`config.mk`:
```
export PLATFORM = sky130hd
export DESIGN_NAME = ready_queue_with_steal
export DESIGN_NICKNAME = d
export VERILOG_FILES = /design/src/rtl/rqs_pkg.sv /design/src/rtl/rqs_cell.sv /design/src/rtl/ready_queue_with_steal.sv
export VERILOG_INCLUDE_DIRS = /design/src /design/src/rtl
export SDC_FILE = /design/constraint.sdc
export NUM_CORES = 1
export LEC_CHECK = 0
export ABC_AREA = 0
export BUFFER_PORTS_ARGS = -buffer_cell sky130_fd_sc_hd__buf_2
export CAP_MARGIN = 15
export CORE_ASPECT_RATIO = 0.75
export CORE_MARGIN = 1
export CORE_UTILIZATION = 35
export CTS_CLUSTER_DIAMETER = 200
export CTS_CLUSTER_SIZE = 12
export DETAILED_ROUTE_END_ITERATION = 10
export PLACE_DENSITY_LB_ADDON = 0.05
export SYNTH_ARGS = -nofsm -noshare
export SYNTH_HDL_FRONTEND = slang
export SYNTH_SLANG_ARGS = --single-unit
export TNS_END_PERCENT = 30
```
`constraint.sdc`:
```
create_clock -name clk -period 7.6 [get_ports clk]
set_clock_uncertainty 0.15 [all_clocks]
set_input_delay 0.76 -clock clk [delete_from_list [all_inputs] [get_ports clk]]
set_output_delay 0.76 -clock clk [all_outputs]
set_load 0.02 [all_outputs]
```
`src/rtl/ready_queue_with_steal_assert.svh`:
```
// assertion macros shared by the queue rtl
`ifndef READY_QUEUE_WITH_STEAL_ASSERT_SVH
`define READY_QUEUE_WITH_STEAL_ASSERT_SVH

// same-cycle implication, checked out of reset
`define RQS_ASSERT_NOW(lbl, ante, cons, msg) \
  lbl: assert property (@(posedge clk) disable iff (!rst_n) (ante) |-> (cons)) \
    else $error(msg);

// next-cycle implication, checked out of reset
`define RQS_ASSERT_NEXT(lbl, ante, cons, msg) \
  lbl: assert property (@(posedge clk) disable iff (!rst_n) (ante) |=> (cons)) \
    else $error(msg);

`endif

```
`src/rtl/rqs_pkg.sv`:
```
package rqs_pkg;

  localparam int DEF_QUEUE_DEPTH = 16;
  localparam int ID_W            = 8;

  // operation codes
  localparam logic [1:0] OP_PUSH  = 2'd0;
  localparam logic [1:0] OP_PICK  = 2'd1;
  localparam logic [1:0] OP_STEAL = 2'd2;

  // status codes
  localparam logic [1:0] ST_DONE = 2'd0;
  localparam logic [1:0] ST_NONE = 2'd1;
  localparam logic [1:0] ST_FULL = 2'd2;

  typedef struct packed {
    logic [1:0]      operation;
    logic [ID_W-1:0] task_id;
    logic            pinned;
  } in_word_t;

  typedef struct packed {
    logic [ID_W-1:0] result_id;
    logic [1:0]      status;
    logic [4:0]      occupancy;
  } out_word_t;

  // last unpinned entry seen further toward the tail
  typedef struct packed {
    logic            found;
    logic [ID_W-1:0] id;
  } carry_t;

  // what a cell shows its lower neighbor
  typedef struct packed {
    logic            hit;
    logic [ID_W-1:0] id;
    logic            pinned;
    carry_t          carry;
  } cell_link_t;

  // commit strobes broadcast to every cell
  typedef struct packed {
    logic push;
    logic pick;
    logic steal;
  } cell_cmd_t;

endpackage

```
`src/rtl/rqs_cell.sv`:
```
module rqs_cell
  import rqs_pkg::*;
#(
  parameter int QUEUE_DEPTH = DEF_QUEUE_DEPTH,
  parameter int IDX         = 0
) (
  input  logic                             clk,
  input  cell_cmd_t                        cmd,
  input  logic [$clog2(QUEUE_DEPTH+1)-1:0] count,
  input  logic [ID_W-1:0]                  push_id,
  input  logic                             push_pinned,
  input  cell_link_t                       nbr,
  output cell_link_t                       link
);

  localparam int CW = $clog2(QUEUE_DEPTH + 1);
  localparam logic [CW-1:0] MyIdx = CW'(IDX);

  logic [ID_W-1:0] id_r;
  logic            pin_r;
  carry_t          carry_r;
  carry_t          carry_nxt;
  logic            occ;

  assign occ = (MyIdx < count);

  // suffix search moves one cell per cycle toward the head
  always_comb begin
    if (nbr.carry.found) begin
      carry_nxt = nbr.carry;
    end else begin
      carry_nxt.found = nbr.hit;
      carry_nxt.id    = nbr.id;
    end
  end

  // entry update: load at tail, or take the neighbor to close a gap
  always_ff @(posedge clk) begin
    carry_r <= carry_nxt;
    if (cmd.push && (MyIdx == count)) begin
      id_r  <= push_id;
      pin_r <= push_pinned;
    end else if (cmd.pick || (cmd.steal && !carry_r.found)) begin
      id_r  <= nbr.id;
      pin_r <= nbr.pinned;
    end
  end

  assign link.hit    = occ && !pin_r;
  assign link.id     = id_r;
  assign link.pinned = pin_r;
  assign link.carry  = carry_r;

endmodule

```
`src/rtl/ready_queue_with_steal.sv`:
```
// channel | dir | word       | handshake
// in_     | in  | in_word_t  | in_valid / in_stall
// out_    | out | out_word_t | out_valid / out_stall
//
// push and pick commit once the word is held in in_r; a steal first counts
// cnt_r down from ScanWait, the time the tail-to-head search needs to ripple
// through the row of cells, one cell a cycle.
// one word is worked on at a time; the result waits in an output register, so
// the next word is taken while it waits; a commit holds while it is stalled.
// reset clears the count and control; entry contents stay undefined.
module ready_queue_with_steal
  import rqs_pkg::*;
#(
  parameter int QUEUE_DEPTH = DEF_QUEUE_DEPTH
) (
  input  logic      clk,
  input  logic      rst_n,
  input  logic      in_valid,
  output logic      in_stall,
  input  in_word_t  in_word,
  output logic      out_valid,
  input  logic      out_stall,
  output out_word_t out_word
);

  `include "ready_queue_with_steal_assert.svh"

  localparam int CW  = $clog2(QUEUE_DEPTH + 1);
  localparam int TW  = $clog2(QUEUE_DEPTH);
  localparam logic [CW-1:0] Full     = CW'(QUEUE_DEPTH);
  localparam logic [TW-1:0] ScanWait = TW'(QUEUE_DEPTH - 1);

  in_word_t   in_r;
  logic       busy_r;
  logic [TW-1:0] cnt_r;
  logic [CW-1:0] count_r;
  logic [CW-1:0] count_nxt;
  logic       out_valid_r;
  out_word_t  out_r;
  out_word_t  res;
  logic       in_acc;
  logic       commit;
  logic       found;
  logic [ID_W-1:0] steal_id;
  cell_cmd_t  cmd;
  cell_link_t links [0:QUEUE_DEPTH];

  assign in_acc = in_valid && !in_stall;
  assign in_stall = busy_r;
  assign commit = busy_r && (cnt_r == '0) && !(out_valid_r && out_stall);

  // row of cells, the top one sees an empty neighbor
  assign links[QUEUE_DEPTH] = '0;
  for (genvar g = 0; g < QUEUE_DEPTH; g++) begin : g_cell
    rqs_cell #(
      .QUEUE_DEPTH(QUEUE_DEPTH),
      .IDX        (g)
    ) u_cell (
      .clk        (clk),
      .cmd        (cmd),
      .count      (count_r),
      .push_id    (in_r.task_id),
      .push_pinned(in_r.pinned),
      .nbr        (links[g+1]),
      .link       (links[g])
    );
  end

  // steal target as seen from the head cell
  assign found    = links[0].carry.found || links[0].hit;
  assign steal_id = links[0].carry.found ? links[0].carry.id : links[0].id;

  // decode the pending operation
  always_comb begin
    cmd           = '0;
    count_nxt     = count_r;
    res.result_id = '0;
    res.status    = ST_DONE;
    case (in_r.operation)
      OP_PUSH: begin
        if (count_r == Full) begin
          res.status = ST_FULL;
        end else begin
          cmd.push  = commit;
          count_nxt = count_r + 1'b1;
        end
      end
      OP_PICK: begin
        if (count_r == '0) begin
          res.status = ST_NONE;
        end else begin
          cmd.pick      = commit;
          count_nxt     = count_r - 1'b1;
          res.result_id = links[0].id;
        end
      end
      OP_STEAL: begin
        if (!found) begin
          res.status = ST_NONE;
        end else begin
          cmd.steal     = commit;
          count_nxt     = count_r - 1'b1;
          res.result_id = steal_id;
        end
      end
      default: begin
      end
    endcase
    res.occupancy = 5'(count_nxt);
  end

  // control and count
  always_ff @(posedge clk) begin
    if (!rst_n) begin
      busy_r      <= 1'b0;
      cnt_r       <= '0;
      count_r     <= '0;
      out_valid_r <= 1'b0;
    end else begin
      if (in_acc) begin
        busy_r <= 1'b1;
        cnt_r  <= (in_word.operation == OP_STEAL) ? ScanWait : '0;
      end else if (commit) begin
        busy_r <= 1'b0;
      end else if (busy_r && (cnt_r != '0)) begin
        cnt_r <= cnt_r - 1'b1;
      end
      if (commit) begin
        count_r     <= count_nxt;
        out_valid_r <= 1'b1;
      end else if (!out_stall) begin
        out_valid_r <= 1'b0;
      end
    end
  end

  // payload registers
  always_ff @(posedge clk) begin
    if (in_acc) begin
      in_r <= in_word;
    end
    if (commit) begin
      out_r <= res;
    end
  end

  assign out_valid = out_valid_r;
  assign out_word  = out_r;

  `RQS_ASSERT_NOW(a_count_bound, 1'b1, count_r <= Full, "count above depth")
  `RQS_ASSERT_NOW(a_no_overwrite, commit, !(out_valid_r && out_stall),
                  "commit over a stalled result")
  `RQS_ASSERT_NEXT(a_pick_dec, commit && (in_r.operation == OP_PICK) && (count_r != '0),
                   count_r == $past(count_r) - 1'b1, "pick did not remove an entry")
  `RQS_ASSERT_NEXT(a_commit_out, commit, out_valid_r, "commit without result")

endmodule
```
== Word-level counts from Yosys, hierarchy flattened ==
Cells that the tools add are included.

* Memories: 0
* Input port bits: 15
* Bits in writable memories: 0
* Latch bits: 0
* ROM bits: 0
* Register bits: 316

* $lt $le $gt $ge: 16
* Shift-type cells: 0
* Add/subtract/negate cells: 3
* $mul: 0
* Divide/modulo/power cells: 0
* Muxes and demuxes: 104
* Reduce and logical (&&, ||, !) cells: 125
* Equal/unequal tests: 21
* Bitwise gates (word level): 0

{| class="wikitable"
|+ Operators by type and width
! kind !! count
|-
| two-way mux 8 bit || 49
|-
| logical AND 1 bit || 52
|-
| two-way mux 1 bit || 44
|-
| == test 4 x 5 -> 1 bit, first input constant || 8
|-
| < comparator 4 x 5 -> 1 bit, first input constant || 8
|-
| nonzero test 2 bit || 18
|-
| zero test 1 bit || 33
|-
| == test 3 x 5 -> 1 bit, first input constant || 4
|-
| < comparator 3 x 5 -> 1 bit, first input constant || 4
|-
| logical OR 1 bit || 17
|-
| two-way mux 4 bit || 4
|-
| case mux 8 bit (2 select lines) || 1
|-
| two-way mux 5 bit || 3
|-
| case mux 5 bit (3 select lines) || 1
|-
| == test 2 x 5 -> 1 bit, first input constant || 2
|-
| < comparator 1 x 5 -> 1 bit, first input constant || 2
|-
| < comparator 2 x 5 -> 1 bit, first input constant || 2
|-
| case mux 2 bit (3 select lines) || 1
|-
| adder 5 x 1 -> 5 bit, second input constant || 1
|-
| == test 1 x 5 -> 1 bit, first input constant || 1
|-
| == test 5 bit, second input constant || 1
|-
| zero test 5 bit || 1
|-
| subtractor 5 x 1 -> 5 bit, second input constant || 1
|-
| == test 2 bit, second input constant || 2
|-
| other kinds (9) || 9
|}

== Logic depth before layout (Yosys ltp) ==
Gate-level depths: netlist of the first run.

* Depth in word-level cells: 9
* Gate-level depth with buffers: 11

== By module ==
A second synthesis of the first run with hierarchy kept.

* Cells, all modules: 890
* Area, all modules: 13558.0 um^2

{| class="wikitable"
|+ By module, submodules not included
! module !! area an instance (um^2) !! times used !! cells an instance
|-
| ready_queue_with_steal || 1899.3 || 1 || 172
|-
| rqs_cell at g_cell[11].u_cell || 763.2 || 1 || 45
|-
| rqs_cell at g_cell[10].u_cell || 752.0 || 1 || 47
|-
| rqs_cell at g_cell[3].u_cell || 752.0 || 1 || 44
|-
| rqs_cell at g_cell[13].u_cell || 739.5 || 1 || 46
|-
| rqs_cell at g_cell[1].u_cell || 739.5 || 1 || 44
|-
| rqs_cell at g_cell[12].u_cell || 728.2 || 1 || 45
|-
| rqs_cell at g_cell[15].u_cell || 726.9 || 1 || 44
|-
| rqs_cell at g_cell[2].u_cell || 725.7 || 1 || 44
|-
| rqs_cell at g_cell[9].u_cell || 725.7 || 1 || 45
|-
| rqs_cell at g_cell[6].u_cell || 724.4 || 1 || 44
|-
| rqs_cell at g_cell[5].u_cell || 723.2 || 1 || 44
|-
| rqs_cell at g_cell[4].u_cell || 716.9 || 1 || 46
|-
| rqs_cell at g_cell[8].u_cell || 711.9 || 1 || 45
|-
| +3 rows || -- || -- || --
|}

== Worst setup path before layout of the first run ==
OpenSTA, ideal clock, no wires.

* Path kind: flip-flop to flip-flop
* From: register count_r[1]
* To: register g_cell[0].u_cell.id_r[0] (enable)
* Path buffers: 4
* Arrival: 2.432 ns
* Slack: 4.640 ns
* Clock period less this slack: 2.960 ns
* Required time: 7.071 ns
* Stages on the path, launching flop included: 11
* Cells stage by stage: dfxtp_1 -> clkbuf_1 -> inv_1 -> ha_1 -> buf_2 -> nor3b_1 -> a21boi_0 -> buf_2 -> nand2_1 -> clkbuf_1 -> o211ai_1

* Longest elaborated chain between the ends: 8

{| class="wikitable"
|+ Ends and longest elaborated chain
! element !! RTL line !! source
|-
| from (decl) || ready_queue_with_steal.sv:36 || <nowiki>logic [CW-1:0] count_r;</nowiki>
|-
| from (signal assigned) || ready_queue_with_steal.sv:129 || <nowiki>count_r <= count_nxt;</nowiki>
|-
| < comparator 1 x 5 -> 1 bit || rqs_cell.sv:25 || <nowiki>assign occ = (MyIdx < count);</nowiki>
|-
| logical AND 1 bit || rqs_cell.sv:49 || <nowiki>assign link.hit = occ && !pin_r;</nowiki>
|-
| logical OR 1 bit || ready_queue_with_steal.sv:70 || <nowiki>assign found = links[0].carry.found || links[0].hit;</nowiki>
|-
| two-way mux 1 bit || ready_queue_with_steal.sv:98 || <nowiki>if (!found) begin</nowiki>
|-
| two-way mux 1 bit || ready_queue_with_steal.sv:79 || <nowiki>case (in_r.operation)</nowiki>
|-
| logical AND 1 bit || rqs_cell.sv:43 || <nowiki>end else if (cmd.pick || (cmd.steal && !carry_r.found)) begin</nowiki>
|-
| logical OR 1 bit || rqs_cell.sv:43 ||
|-
| nonzero test 2 bit (no source line) * || -- ||
|-
| to (signal assigned) || rqs_cell.sv:41 || <nowiki>id_r <= push_id;</nowiki>
|-
| to (signal assigned) || rqs_cell.sv:44 || <nowiki>id_r <= nbr.id;</nowiki>
|-
| to (decl) || rqs_cell.sv:19 || <nowiki>logic [ID_W-1:0] id_r;</nowiki>
|}

Every way passes the cells marked *; elsewhere a longest branch is shown, timed or not.
A chain may end at the register's enable or synchronous reset.

== Worst setup path in the final report of the first run ==
* From: register count_r[0]
* To: register g_cell[6].u_cell.id_r[1] (enable)

* Longest elaborated chain between the ends: 8

{| class="wikitable"
|+ Ends and longest elaborated chain
! element !! RTL line
|-
| < comparator 1 x 5 -> 1 bit || rqs_cell.sv:25
|-
| logical AND 1 bit || rqs_cell.sv:49
|-
| logical OR 1 bit || ready_queue_with_steal.sv:70
|-
| two-way mux 1 bit || ready_queue_with_steal.sv:98
|-
| two-way mux 1 bit || ready_queue_with_steal.sv:79
|-
| logical AND 1 bit || rqs_cell.sv:43
|-
| logical OR 1 bit || rqs_cell.sv:43
|-
| nonzero test 2 bit (no source line) * || --
|-
| to (signal assigned) || rqs_cell.sv:41
|-
| to (signal assigned) || rqs_cell.sv:44
|-
| to (decl) || rqs_cell.sv:19
|}

Marked as above.

==> results of run 1 <==
[cells in the final DEF, fill, tap and decap left out, types with 11 or more instances in the layout]
cell	netlist	final
ha_1	11	11
nor2_1	13	13
and3_1	11	11
o211ai_1	12	12
clkbuf_16	0	31
nand2_1	23	23
a21oi_1	14	14
o21ai_0	22	22
dfxtp_1	146	146
buf_2	4	31
mux2_2	245	245
clkbuf_1	34	24
edfxtp_1	170	170
[cell type report]
type | count | share of cell area
Sequential cell | 316 | 0.5728
Inverter | 12 | 0.003214
Multi-Input combinational cell | 471 | 0.3081
Timing Repair Buffer | 34 | 0.01268
Clock inverter | 1 | 0.0006249
Clock buffer | 55 | 0.06178
Tap cell | 457 | 0.04080
[registers in the layout, summed over array words and instances (netlist names)]
register and flops:
g_cell.u_cell.link 135, g_cell.u_cell.id_r 128, g_cell.u_cell.pin_r 16, out_word 15
in_r 11, count_r 5, cnt_r 4, in_stall 1
out_valid 1
[metal layers]
metal	vias to the layer above	track usage	wire length, um
li1	3201	-	-
met1	3376	0.2485	15420
met2	133	0.2252	11850
met3	34	0.03928	1549
met4	0	0.03405	525
met5	-	0	0
[how the worst min path moves through the flow]
stage                              start                        end  slack [ns]
6_report                      in_word[6]                    in_r[6]        0.22
5_1_grt                       in_word[0]                    in_r[0]        0.20
4_1_cts                       in_word[8]                    in_r[8]        0.19
3_5_place_dp   g_cell[15].u_cell.id_r[1]  g_cell[14].u_cell.link[1]        0.21
3_3_place_gp   g_cell[15].u_cell.id_r[3]  g_cell[14].u_cell.link[3]        0.23
2_1_floorplan  g_cell[15].u_cell.id_r[0]  g_cell[14].u_cell.link[0]        0.19
[worst max-delay path, cell delays in order (launching register included)]
cell and delay, ns:
dfxtp_1 0.49, clkinv_1 0.35, ha_1 0.48, nor3b_1 0.23, a21boi_0 0.22, buf_4 0.21, nand2_1 0.49, o211ai_1 0.69
[cell families after synthesis]
family                   count (synthesis)  share of synthesized area
AO/OA/AOI/OAI                           91                    0.04656
XOR/XNOR                                 1                  0.0006951
adder cells (fa/ha/maj)                 11                    0.01092
buffers and inverters                   58                    0.02035
flip-flops                             316                     0.6370
multiplexers                           256                     0.2312
AND/OR/NAND/NOR                        112                    0.05322
[report_power, final]
part / switching, mW / leakage (nW) / internal, mW
clock: 0.617 / 0.415 / 0.761
sequential: 0.0522 / 2.78 / 1.83
combinational: 0.0717 / 1.70 / 0.0562
==> qor.txt, run 1 <==
postcts setup bufs: 0
WL per Instance: 21.80 um
die area: 36780 um2
area grow syn2layout: 11.21%
setup violators final: 0
type of the worst setup path: reg -> reg
Seq cells post-synth: 316
worst setup margin: 3.872 ns
cell taking the most area after synthesis: edfxtp_1
PnR Total Power: 3.386 mW
Setup crit start kind: flip-flop
fillers: 3201
crit path time final: 3.728 ns
Initial Util: 0.3594
DP Area: 13140 um2
Clock Latency Late Sink: 0.56 ns
gpl congestion: 0.8085
dpl ws: 3.900 ns
Critical Path Source: count_r[0]
CP Capture Point: g_cell[6].u_cell.id_r[1]
Die H: 166.3 um
CTS resizes: 0
Inserted Diodes: 0
critical path peak fanout: 16
Register Area: 8028 um2
final WL: 29340 um
Final Hold Viols: 0
Root Buffer Master: clkbuf_16
share of layout cells above drive strength 1: 0.3892
sequential area share after synthesis: 0.6370
final hold slack: 0.2201 ns
Main synth FF type: edfxtp_1
Synthesized Nets: 871
Worst EP required: 7.63 ns
Tcrit/Tclk final: 0.4906
hold depth: 1
I/O Buffers: 31
final instance area: 14010 um2
most frequent cell after synthesis: mux2_2
synth unique cells: 56
Mapped Cells: 845
Die X: 221.1 um
Total Neg Setup Slack: 0 ns
vias in the first global route: 7074
Worst-Margin Slew: 1.053 ns
Inst Count DP: 1290
post-synthesis cell area: 12600 um2
synth warn: 0
r2r startpoint: count_r[0]
synthesized area per cell: 14.91 um2
RSZ-0062 raised after global routing: false
fmax: 268.2 MHz
Final HPWL DP: 20190 um
outcome: complete, no violations
clk buf depth: 3
top cells by count, synth: mux2_2, edfxtp_1, dfxtp_1, clkbuf_1, nand2_1
Worst-path clk slew: 0.07 ns
Slew headroom: 0.2981
CTS buffer count: 30
number of vias per cell: 5.010
antenna violations before repair: 0
hold_buf cts: 0
Min-Delay Path Class: in -> reg
CTS tree: built
largest net degree at the start of global routing: 25
post-layout util: 0.3997
reg2reg end: g_cell[6].u_cell.id_r[1]
total track usage: 0.1613
leakage dissipation: 4.896 nW
Peak VDD IR: 0.1109 mV
Slew Viols, Final: 0
max-cap violations: 0
R2R cell count: 7
asr flop ratio synth: 0
Pre-antenna DRT Iters: 6
Non-Filler Instances: 1346
top cells by area, synth: edfxtp_1, dfxtp_1, mux2_2
DR vias: 6744
clk sinks: 316
flop2flop setup slack: 3.87 ns
Worst EP arrival: 3.76 ns
I/O Pins: 32
global-route wire length before repair: 45280 um
number of flops mapped to enable cells by yosys: 170
Core Box Area: 35060 um2
multi-input logic area: 4318 um2
Nets: 891
DR iter-0 viols: 371
Congestion Overflow GR: 0
DRC viols: 0
CP endpoint kind: flip-flop
post-route ant nets: 0
pwr/cell area: 241.6 nW/um2
H-tree depth: 1
# rows: 59
Yosys top cell area share: 0.4051
Note: power is estimated with default switching activity, not from simulation.
==> inputs of run 2 (changes only) <==
Clock period 7.6 ns to 3.3 ns, I/O delays scaled along.
==> run 2 against run 1 <==
Via count rose by 2.0%. Flip-flop and latch count did not move. Combinational power rose to 2.5 times the previous value. Sequential share of layout area fell by 1.1 points. Total power rose by 130%. Final cell count rose by 2.6%. Die area did not move. Worst hold slack got worse by 0.15 ns. Global-route usage fell by 0.15 points. Routed wire length fell by 1.3%. Highest routed layer unchanged.
==> qor.txt, run 2 (synthesis gave the netlist of run 1 again) <==
Final HPWL DP: 19820 um (-1.8%)
DRC viols: 0 (unchanged)
Congestion Overflow GR: 0 (unchanged)
Total Neg Setup Slack: 0 ns (unchanged)
leading cell type in the layout, fill and taps excluded: mux2_2
number of flip-flops in the largest register: 135 (unchanged)
CTS tree: built
Inst Count DP: 1312 (+1.7%)
clk buf depth: 3 (unchanged)
Tcrit/Tclk final: 0.9106 (+0.4200)
dpl ws: 0.3061 ns (-3.594 ns)
switch share: 0.2234 (+0.004625)
total track usage: 0.1598 (-0.001496)
Worst EP arrival: 3.04 ns (-0.72 ns)
Clk pwr share: 0.405 (-0.002)
most frequent cells in the layout: mux2_2, edfxtp_1, dfxtp_1, buf_2, clkbuf_16
Die X: 221.1 um (unchanged)
Sequential Power Share: 0.553 (-0.002)
crit path time final: 3.005 ns (-0.7236 ns)
DR iter-0 viols: 447 (+20%)
Worst-Margin Slew: 1.113 ns (+0.06020 ns)
Slew Viols, Final: 0 (unchanged)
hold_buf cts: 13 (+13)
postcts setup bufs: 0 (unchanged)
Final Hold Viols: 0 (unchanged)
# rows: 59 (unchanged)
Nets: 926 (+3.9%)
Initial Util: 0.3594 (unchanged)
RSZ-0062 raised after global routing: false
H-tree depth: 1 (unchanged)
Core Box Area: 35060 um2 (unchanged)
WL per Instance: 20.96 um (-3.8%)
Root Buffer Master: clkbuf_16
DR vias: 6877 (+2.0%)
Slew headroom: 0.2579 (-0.04013)
I/O Pins: 32 (unchanged)
setup violators final: 0 (unchanged)
pwr/cell area: 546.2 nW/um2 (+130%)
Inserted Diodes: 0 (unchanged)
CTS buffer count: 30 (unchanged)
global-route wire length before repair: 45490 um (+0.47%)
type of the worst setup path: reg -> reg
P_int: 6.066 mW (+130%)
outcome: complete, no violations
die area: 36780 um2 (unchanged)
post-route ant nets: 0 (unchanged)
area grow syn2layout: 13.48%
Sw Pwr: 1.745 mW (+140%)
Pre-antenna DRT Iters: 5 (-1)
number of vias per cell: 4.980 (-0.61%)
clk sinks: 316 (unchanged)
flop2flop setup slack: 0.30 ns (-3.58 ns)
critical path peak fanout: 12 (-4)
max-cap violations: 0 (unchanged)
Setup crit start kind: flip-flop
Worst EP required: 3.33 ns (-4.30 ns)
Die H: 166.3 um (unchanged)
antenna violations before repair: 0 (unchanged)
Comb pwr share: 0.042 (+0.004)
share of layout cells above drive strength 1: 0.3983 (+0.009067)
fmax: 332.8 MHz (+24%)
Min-Delay Path Class: in -> reg
CP endpoint kind: flip-flop
Non-Filler Instances: 1381 (+2.6%)
CTS resizes: 0 (unchanged)
I/O Buffers: 31 (unchanged)
vias in the first global route: 7259 (+2.6%)
Worst-path clk slew: 0.06 ns (about the same)
largest net degree at the start of global routing: 21 (-16%)
worst setup margin: 0.2951 ns (-3.576 ns)
final WL: 28950 um (-1.3%)
PnR Total Power: 7.811 mW (+130%)
Peak VDD IR: 0.2780 mV (+150%)
fillers: 3221 (+0.62%)
Clock Latency Late Sink: 0.58 ns (+0.02 ns)
gpl congestion: 0.8168 (+1.0%)
leakage dissipation: 5.056 nW (+3.3%)
-- run 2: path summary, 6_finish.rpt --
kind / end / cells after the start / start
setup / recovery: g_cell[14].u_cell.id_r[2] / 6 / in_r[10]
hold / removal: out_valid / 3 / out_stall
setup reg to reg: g_cell[14].u_cell.id_r[2] / 6 / in_r[10]
hold reg to reg: g_cell[14].u_cell.link[4] / 0 / g_cell[15].u_cell.id_r[4]
-- run 2: area by class of cell --
class / count / area, um2 / area share
multi-input cells: 471 / 4318 / 0.3019
repair buffers: 69 / 473.0 / 0.03307
well taps: 457 / 571.8 / 0.03998
inverters: 12 / 45.04 / 0.003150
clock inverters: 2 / 25.02 / 0.001750
flip-flops and latches: 316 / 8028 / 0.5613
clock buffers: 54 / 840.8 / 0.05879
-- run 2: layer usage --
layer,global-route usage,vias up,part of all wire
li1,-,3274,-
met1,0.2551,3412,0.54
met2,0.2170,149,0.39
met3,0.03362,42,0.049
met4,0.03223,0,0.017
met5,0,-,0
-- run 2: through the flow --
stage	hold slack [ns]	utilization	instance area (um2)
final	0.06921	0.4079	14300
after CTS	0.07255	0.4079	14300
after detailed placement	0.2125	0.3794	13310
after global routing	0.09029	0.4079	14300
after global placement	0.2018	0.3794	13310
after floorplan	0.1924	-	12600
-- run 2: critical path: stages, from the launching register on --
cell	delay [ns]
edfxtp_1	0.43
inv_1	0.10
ha_1	0.46
nand4_4	0.23
nor2_1	0.62
nand2_1	0.17
o211ai_1	0.46
-- run 2: power by group through the flow --
stage          combinational (mW)  clock [mW]  sequential (mW)
3_5_place_dp                0.315           0             4.41
4_1_cts                     0.329        3.27             4.32
2_1_floorplan               0.226           0             4.35
5_1_grt                     0.356        3.41             4.33
6_report                    0.326        3.16             4.32
3_3_place_gp                0.313           0             4.41
